===== src/hdl/pdl_pkg.sv =====
// Package for the positional duplicate list core.
// Holds sizes, operation and status codes, payload, command and state types.
// No dependencies.
package pdl_pkg;

   localparam int DEPTH = 32;
   localparam int IDX_W = $clog2(DEPTH);
   localparam int CNT_W = $clog2(DEPTH + 1);
   localparam int POS_W = 6;
   localparam int RCNT_W = 7;
   localparam int EXT_W = 7;
   localparam int RID_W = 64;
   localparam int FLG_W = 8;

   localparam logic [2:0] MODE_INSERT = 3'd0;
   localparam logic [2:0] MODE_OVERWRITE = 3'd1;
   localparam logic [2:0] MODE_ERASE = 3'd2;
   localparam logic [2:0] MODE_ERASE_ALL = 3'd3;
   localparam logic [2:0] MODE_GET = 3'd4;
   localparam logic [2:0] MODE_GET_COUNT = 3'd5;

   localparam logic [1:0] WHERE_BEFORE = 2'd0;
   localparam logic [1:0] WHERE_AFTER = 2'd1;
   localparam logic [1:0] WHERE_FIRST = 2'd2;
   localparam logic [1:0] WHERE_LAST = 2'd3;

   localparam logic [1:0] STATUS_OK = 2'd0;
   localparam logic [1:0] STATUS_RANGE = 2'd1;
   localparam logic [1:0] STATUS_FULL = 2'd2;

   typedef struct packed {
      logic [2:0]       mode;
      logic [1:0]       insert_where;
      logic [POS_W-1:0] position;
      logic [RID_W-1:0] entry_rid;
      logic [FLG_W-1:0] entry_flags;
   } req_type;

   typedef struct packed {
      logic [1:0]        status;
      logic [POS_W-1:0]  result_position;
      logic [RCNT_W-1:0] result_count;
      logic [RID_W-1:0]  result_rid;
      logic [FLG_W-1:0]  result_flags;
      logic              release_valid;
      logic              last;
   } rsp_type;

   typedef struct packed {
      logic [RID_W-1:0] rid;
      logic [FLG_W-1:0] flags;
   } entry_type;

   typedef struct packed {
      logic cap_req;
      logic exec;
      logic dump_start;
      logic dump_next;
   } cmd_type;

   typedef struct packed {
      logic dump_op;
      logic dump_last;
   } sts_type;

   typedef enum logic [1:0] {
      ST_IDLE,
      ST_EXEC,
      ST_RESP,
      ST_DUMP
   } state_type;

endpackage


===== src/hdl/pdl_ctrl.sv =====
// Controller for the positional duplicate list core.
// Sequences capture, execute and response handshakes. Depends on pdl_pkg.
module pdl_ctrl
   import pdl_pkg::*;
(
   input  logic    clock,
   input  logic    reset,
   input  logic    req_valid,
   output logic    req_stall,
   output logic    rsp_valid,
   input  logic    rsp_stall,
   input  sts_type sts,
   output cmd_type cmd
);

   state_type state_ff, state_in;

   always_ff @(posedge clock) begin
      if (reset) begin
         state_ff <= ST_IDLE;
      end else begin
         state_ff <= state_in;
      end
   end

   always_comb begin
      state_in = state_ff;
      cmd = '0;
      req_stall = 1'b1;
      rsp_valid = 1'b0;
      unique case (state_ff)
         ST_IDLE: begin
            req_stall = 1'b0;
            if (req_valid) begin
               cmd.cap_req = 1'b1;
               state_in = ST_EXEC;
            end
         end
         ST_EXEC: begin
            if (sts.dump_op) begin
               cmd.dump_start = 1'b1;
               state_in = ST_DUMP;
            end else begin
               cmd.exec = 1'b1;
               state_in = ST_RESP;
            end
         end
         ST_RESP: begin
            rsp_valid = 1'b1;
            if (!rsp_stall) begin
               state_in = ST_IDLE;
            end
         end
         ST_DUMP: begin
            rsp_valid = 1'b1;
            if (!rsp_stall) begin
               if (sts.dump_last) begin
                  state_in = ST_IDLE;
               end else begin
                  cmd.dump_next = 1'b1;
               end
            end
         end
         default: begin
            state_in = ST_IDLE;
         end
      endcase
   end

endmodule


===== config.mk =====
export PLATFORM = sky130hd
export DESIGN_NAME = pdl_ctrl
export DESIGN_NICKNAME = d
export VERILOG_FILES = /design/src/hdl/pdl_pkg.sv /design/src/hdl/pdl_ctrl.sv
export SDC_FILE = /design/constraint.sdc
export NUM_CORES = 1
export LEC_CHECK = 0
export BUFFER_PORTS_ARGS = -buffer_cell sky130_fd_sc_hd__clkbuf_2
export CAP_MARGIN = 20
export CORE_AREA = 2 2 39 41
export CTS_CLUSTER_SIZE = 25
export DETAILED_ROUTE_END_ITERATION = 10
export DIE_AREA = 0 0 41 43
export PLACE_DENSITY = 0.42
export SLEW_MARGIN = 25
export SYNTH_ARGS = -nofsm -noshare
export SYNTH_HDL_FRONTEND = slang
export SYNTH_SLANG_ARGS = --single-unit
export TNS_END_PERCENT = 30

===== constraint.sdc =====
create_clock -name clock -period 2 [get_ports clock]
set_input_delay 0.1 -clock clock [delete_from_list [all_inputs] [get_ports clock]]
set_output_delay 0.1 -clock clock [all_outputs]
set_load 0.01 [all_outputs]

### Word level (Yosys, flattened, before mapping)

Index checks and enable logic that the tools add are counted.

* word-level logic and storage cells: 27
* output and inout bits: 6
* flip-flop bits (word level): 2

* reduce and logical (&&, ||, !) cells: 3
* eq/ne operators: 7
* muxes and demuxes: 16

Operator list (count)
* 1-bit two-way mux: 10
* 2-bit two-way mux: 5
* 2-bit != test (second input constant): 4
* 2-bit one-hot mux with 4 select lines: 1
* 2-bit == test (second input constant): 2
* 4-bit AND reduction: 1
* 2-bit by 1-bit == test with 1-bit output (second input constant): 1
* 2-bit logical NOT: 1
* 2-bit OR reduction: 1

### Longest topological paths before layout

Gate-level depths: netlist of the first run.

* depth in word-level cells: 3
* mapped depth: 3
* depth with buffers taken out: 3

### Worst setup path after synthesis of the first run

OpenSTA, ideal clock, no wires.

* path kind: reg-to-reg
* from: register state_ff[0]
* to: register state_ff[0]
* slack: 0.983 ns
* stages on the path, launching flop included: 3
* required time: 1.860 ns
* setup time: 0.140 ns
* arrival: 0.877 ns
* path through: dfxtp_1 -> nor3b_1 -> nor4_2

* longest elaborated chain between the ends: 3
* elaborated cells between the ends (all ways): 10
* classes of those cells: eq/ne: 7; mux: 1; reduce/logical: 2

RTL lines
* start: declaration: line pdl_ctrl.sv:16 `state_type state_ff, state_in;`
* start signal: assignment: line pdl_ctrl.sv:22 `state_ff <= state_in;`
* 2-bit == test / 2-bit logical NOT (equally long branches): line pdl_ctrl.sv:31 `unique case (state_ff)`
* 2-bit != test (no source line)
* 4-bit AND reduction (no source line)

Parallel ways exist; a longest one is shown, timed or not.
A chain may end at the register's enable or synchronous reset.

==> flow_summary.ini, run 1 <==
[setup_path]
required_ns = 1.90
cp-start-kind = flip-flop
worst-path-max-fanout = 6
crit_path_end_kind = primary output
path_class = reg -> out
r2r-end = state_ff[0]
rr_worst_depth = 3
arrival_ns = 1.13
timing.rr.start = state_ff[1]
rrSetupSlack_ns = 1.01

[route]
wire_per_inst_um = 7.89
route.met3.wl_um = 40
postRouteAntennaNets = 0
drc = 0
drtIter0Drc = 0
viasPerCell = 3.55
drt-met1-wl_um = 152
wl_um = 371
dr_wl_met2_um = 178
top_layer = met3
dr_total_vias = 167
firstDrtPassIters = 1

[layout]
multi_input_area_um2 = 95.1
final_cells = 47
drive_gt1_frac = 0.516
regMostFlops = state_ff
num_antenna_cells = 0
syn2layout_area_growth_pct = 65.8
largest_register_ffs = 2
reg.largest.list = state_ff: 2 flops
seqCellArea_um2 = 40.0
nets = 39
nFillCells = 172

[yosys]
syn_inst = 18
syn_area_per_cell_um2 = 7.92
synth_top_family_by_area = simple AND/OR/NAND/NOR gates
seq_area_frac_synth = 0.281
synth-compound-area-share = 0.0526
syn_nets = 24
ys_ff_latch = 2
synth-simple-area-share = 0.614
synth.cell_area_um2 = 143
synthXorXnorAreaFrac = 0
yosysUniqueCellTypes = 14
synth_fa_ha_area_frac = 0
ys_warn_count = 0
synth_mux_area_frac = 0

[power_and_ir_drop]
power.leakage_nw = 0.124
p_switching_uw = 50.8
p_int_uw = 135
irDropWorstVdd_v = 0.000253
powerDensity_nw_per_um2 = 785
seq_power_share = 0.281
switching_share = 0.274
clkPwrFrac = 0.478
p_comb_frac = 0.241

[floorplanning]
start_util = 0.103
fp.dieArea_um2 = 1760
io-pin-count = 12
num_rows = 14
die_w_um = 41
die_y_um = 43
core_um2 = 1380

[clock_tree]
cts_resized = 0
postCtsSetupBuffers = 0
root_buffer = clkbuf_4
cts_tree = yes
cts_hold_buf = 0
clkLatencyLatePin_ns = 0.22
clock_sinks = 2
cts.clk_slew.worst_paths_ns = 0.03
htreeDepth = 1
clock_path_buffers = 2
cts_inserted_buffers = 3

[global_route]
antenna_found_initial = 0
grt_max_degree = 10
grt_pass1_vias = 162
grt_pass1_wl_um = 614
grt.total_usage = 0.0581
grt_overflow = 0

[placed_design]
portBuffers = 11
placedCellCount = 44
hpwl_um = 299
gp_congestion = 0.571

[timing]
finalCritPeriodShare = 0.615
final-hold-violation-count = 0
fin_skew_ns = 0.00290
maxSlewHeadroom = 0.789
worst_slew_pin_slew_ns = 0.315
drv_slew = 0
setup_violations = 0
final.min_clock_period_ns = 1.23
max_freq_mhz = 813
rsz0062_at_grt = no
final.setup.tns_ns = 0

[flow_run]
maxCapViolCount = 0

[min_path]
hold_depth = 2
min_from = reset
hold_end = state_ff[0]
hp-class = in -> reg

[status]
status = finished clean
-- synthesized netlist by cell type --
master	instances	area share
nor3_1	1	0.035
and3b_2	1	0.070
nor2_1	2	0.053
nor4_2	1	0.088
dfxtp_1	2	0.28
inv_1	1	0.026
nor3b_1	2	0.11
nor2b_1	1	0.044
or2_1	1	0.044
nand2_1	1	0.026
and2b_1	2	0.11
and2_1	1	0.044
a22oi_1	1	0.053
clkbuf_1	1	0.026
-- power groups by stage --
stage               Sequential (mW)  Clock, mW  Combinational (mW)
floorplan                    0.0505          0              0.0285
global placement             0.0529          0              0.0457
detailed placement           0.0528          0              0.0459
CTS                          0.0523     0.0932              0.0460
global route                 0.0540     0.0971              0.0525
finish                       0.0522     0.0886              0.0447
-- layout by cell type, fill, tap and decap left out --
master / synthesis / layout
and2_1: 1 / 1
and3b_2: 1 / 1
and2b_1: 2 / 2
nor3_1: 1 / 1
or2_1: 1 / 1
inv_1: 1 / 1
a22oi_1: 1 / 1
clkbuf_4: 0 / 3
nor3b_1: 2 / 2
nor2b_1: 1 / 1
clkbuf_2: 0 / 11
dfxtp_1: 2 / 2
nand2_1: 1 / 1
nor4_2: 1 / 1
nor2_1: 2 / 2
-- worst max path at each step --
stage / from / endpoint / slack (ns) / cells past startpoint
finish: state_ff[0] / cmd[2] / 0.77 / 2
global route: state_ff[0] / cmd[2] / 0.66 / 2
CTS: state_ff[0] / cmd[2] / 0.75 / 2
detailed placement: state_ff[0] / cmd[2] / 0.99 / 2
global placement: state_ff[0] / cmd[2] / 0.99 / 2
floorplan: state_ff[0] / state_ff[0] / 0.98 / 2
-- kinds of logic (layout without fill, tap and decap cells) --
group	after synthesis	in the layout
AOI/OAI and AO/OA	1	1
DFF	2	2
and+or+nand+nor	13	13
buffers and inverters	2	15
-- cell type report --
type / instances / area share
well taps: 16 / 0.0847
repair buffers: 11 / 0.233
inverters: 1 / 0.0159
clock buffers: 3 / 0.0952
flip-flops and latches: 2 / 0.169
multi-input cells: 14 / 0.402
-- metrics by stage --
stage / utilization / cell area [um2] / total power, mW / hold WS [ns] / setup WS, ns
floorplan: - / 143 / 0.0789 / 0.171 / 0.983
global placement: 0.155 / 214 / 0.0986 / 0.303 / 0.993
detailed placement: 0.155 / 214 / 0.0987 / 0.297 / 0.993
CTS: 0.171 / 236 / 0.191 / 0.0598 / 0.748
global route: 0.171 / 236 / 0.204 / 0.0702 / 0.656
finish: 0.171 / 236 / 0.186 / 0.0637 / 0.770
-- per-layer routing --
layer  GRT usage  vias up
li1            -       86
met3      0.0785        0
met2      0.0813        8
met5           0        -
met1      0.0447       73
met4      0.0200        0
-- critical path, cell delays in order (launching register included) --
cell      delay [ns]
dfxtp_1         0.39
nor3b_1         0.32
clkbuf_2        0.19
Note: power is estimated with default switching activity, not from simulation.
==> run 2: changes to the inputs <==
==> constraint.sdc (replaced) <==
create_clock -name clock -period 1.3 [get_ports clock]
set_input_delay 0.065 -clock clock [delete_from_list [all_inputs] [get_ports clock]]
set_output_delay 0.065 -clock clock [all_outputs]
set_load 0.01 [all_outputs]
==> run 2 against run 1 <==
Hold slack got worse by 0.038 ns. Via count fell by 3.6%. Register-to-register slack worse by 0.67 ns. Routed wire length fell by 5.1%. Critical path type unchanged. Flip-flop and latch count unchanged. Critical endpoint is now cmd[0]. Largest power group unchanged.
==> flow_summary.ini, run 2 (synthesis results as in run 1) <==
[flow_run]
maxCapViolCount = 0

[power_and_ir_drop]
powerDensity_nw_per_um2 = 1180
finalPower_uw = 286
power.leakage_nw = 0.126
irDropWorstVdd_v = 0.000197

[route]
wl_um = 352
dr_wl_met2_um = 161
dr_total_vias = 161
viasPerCell = 3.43
firstDrtPassIters = 3
drc = 0
wire_per_inst_um = 7.49
drtIter0Drc = 1
postRouteAntennaNets = 0
drt-met1-wl_um = 133
top_layer = met3
route.met3.wl_um = 57

[setup_path]
path_class = reg -> out
required_ns = 1.24
crit_path_end_kind = primary output
worst-path-max-fanout = 9
cp-start-kind = flip-flop
arrival_ns = 1.09

[placed_design]
gp_congestion = 0.572
portBuffers = 11
placedCellCount = 44
hpwl_um = 277
place_worst_setup_slack_ns = 0.305

[timing]
worst_slew_pin_slew_ns = 0.257
drv_slew = 0
maxSlewHeadroom = 0.829
finalCritPeriodShare = 0.886
fin_skew_ns = 0.00213
max_freq_mhz = 868
setup_violations = 0
final.setup.tns_ns = 0
setup_slack_ns = 0.148
final-hold-violation-count = 0
final.min_clock_period_ns = 1.15
rsz0062_at_grt = no

[floorplanning]
die_y_um = 43
die_w_um = 41
start_util = 0.103
core_um2 = 1380
fp.dieArea_um2 = 1760
num_rows = 14
io-pin-count = 12

[layout]
layout_common_cells = clkbuf_2, clkbuf_4, and2b_1, nor2_1, dfxtp_1
nets = 39
nFillCells = 162
largest_register_ffs = 2
regMostFlops = state_ff
layout_commonest_cell = clkbuf_2
num_antenna_cells = 0
syn2layout_area_growth_pct = 69.3
drive_gt1_frac = 0.548
final_cells = 47
reg.largest.list = state_ff: 2 flops

[clock_tree]
clock_sinks = 2
htreeDepth = 1
cts_hold_buf = 0
root_buffer = clkbuf_4
cts_tree = yes
cts.clk_slew.worst_paths_ns = 0.03
clock_path_buffers = 2
clkLatencyLatePin_ns = 0.22
cts_inserted_buffers = 3

[min_path]
hp-class = in -> reg

[global_route]
grt_overflow = 0
antenna_found_initial = 0
grt_pass1_vias = 134
grt_pass1_wl_um = 503
grt.total_usage = 0.0490
grt_max_degree = 10

[status]
status = finished clean
-- run 2: cell counts in the layout (fill, tap and decap cells not counted) --
Identical to the previous run, type by type.
-- run 2: worst max-delay path, cell delays in order, from the launching register on --
cell      delay [ns]
dfxtp_1         0.45
and2b_1         0.17
and2_1          0.12
clkbuf_2        0.12
-- run 2: worst paths after layout --
path | to | from | slack, ns | depth (start not counted)
setup / recovery | cmd[0] | state_ff[1] | 0.15 | 3
hold reg to reg | state_ff[1] | state_ff[0] | 0.59 | 2
setup reg to reg | state_ff[0] | state_ff[1] | 0.34 | 3
hold / removal | state_ff[0] | reset | 0.03 | 2
-- run 2: layout make-up --
class                           count  area [um2]  share of cell area
Multi-Input combinational cell     14         100               0.415
Timing Repair Buffer               11        55.1               0.228
Sequential cell                     2        40.0               0.166
Clock buffer                        3        22.5              0.0933
Tap cell                           16        20.0              0.0829
Inverter                            1        3.75              0.0155
-- run 2: per-stage QoR --
stage                util  hold WS, ns  area (um2)
CTS                 0.171       0.0159         236
detailed placement  0.155        0.255         214
global route        0.175       0.0167         241
floorplan               -        0.136         143
global placement    0.155        0.265         214
finish              0.175       0.0253         241
-- run 2: report_power, final --
group	leakage [nW]	switching [mW]	internal, mW
Combinational	0.0956	0.0322	0.0373
Clock	0.0138	0.0342	0.102
Sequential	0.0166	0.0113	0.0692
Total	0.126	0.0777	0.208
-- run 2: repair_timing --
| action | 4_1_cts | 5_1_grt |
|---|---|---|
| setup buffers | 0 | 0 |
| gates resized for setup | 0 | 1 |
| setup endpoints to repair | 0 | 1 |
-- run 2: metal layers --
layer	up-vias	global-route usage
met3	0	0.0733
met1	68	0.0382
met2	6	0.0531
met4	0	0.0400
met5	-	0
li1	87	-
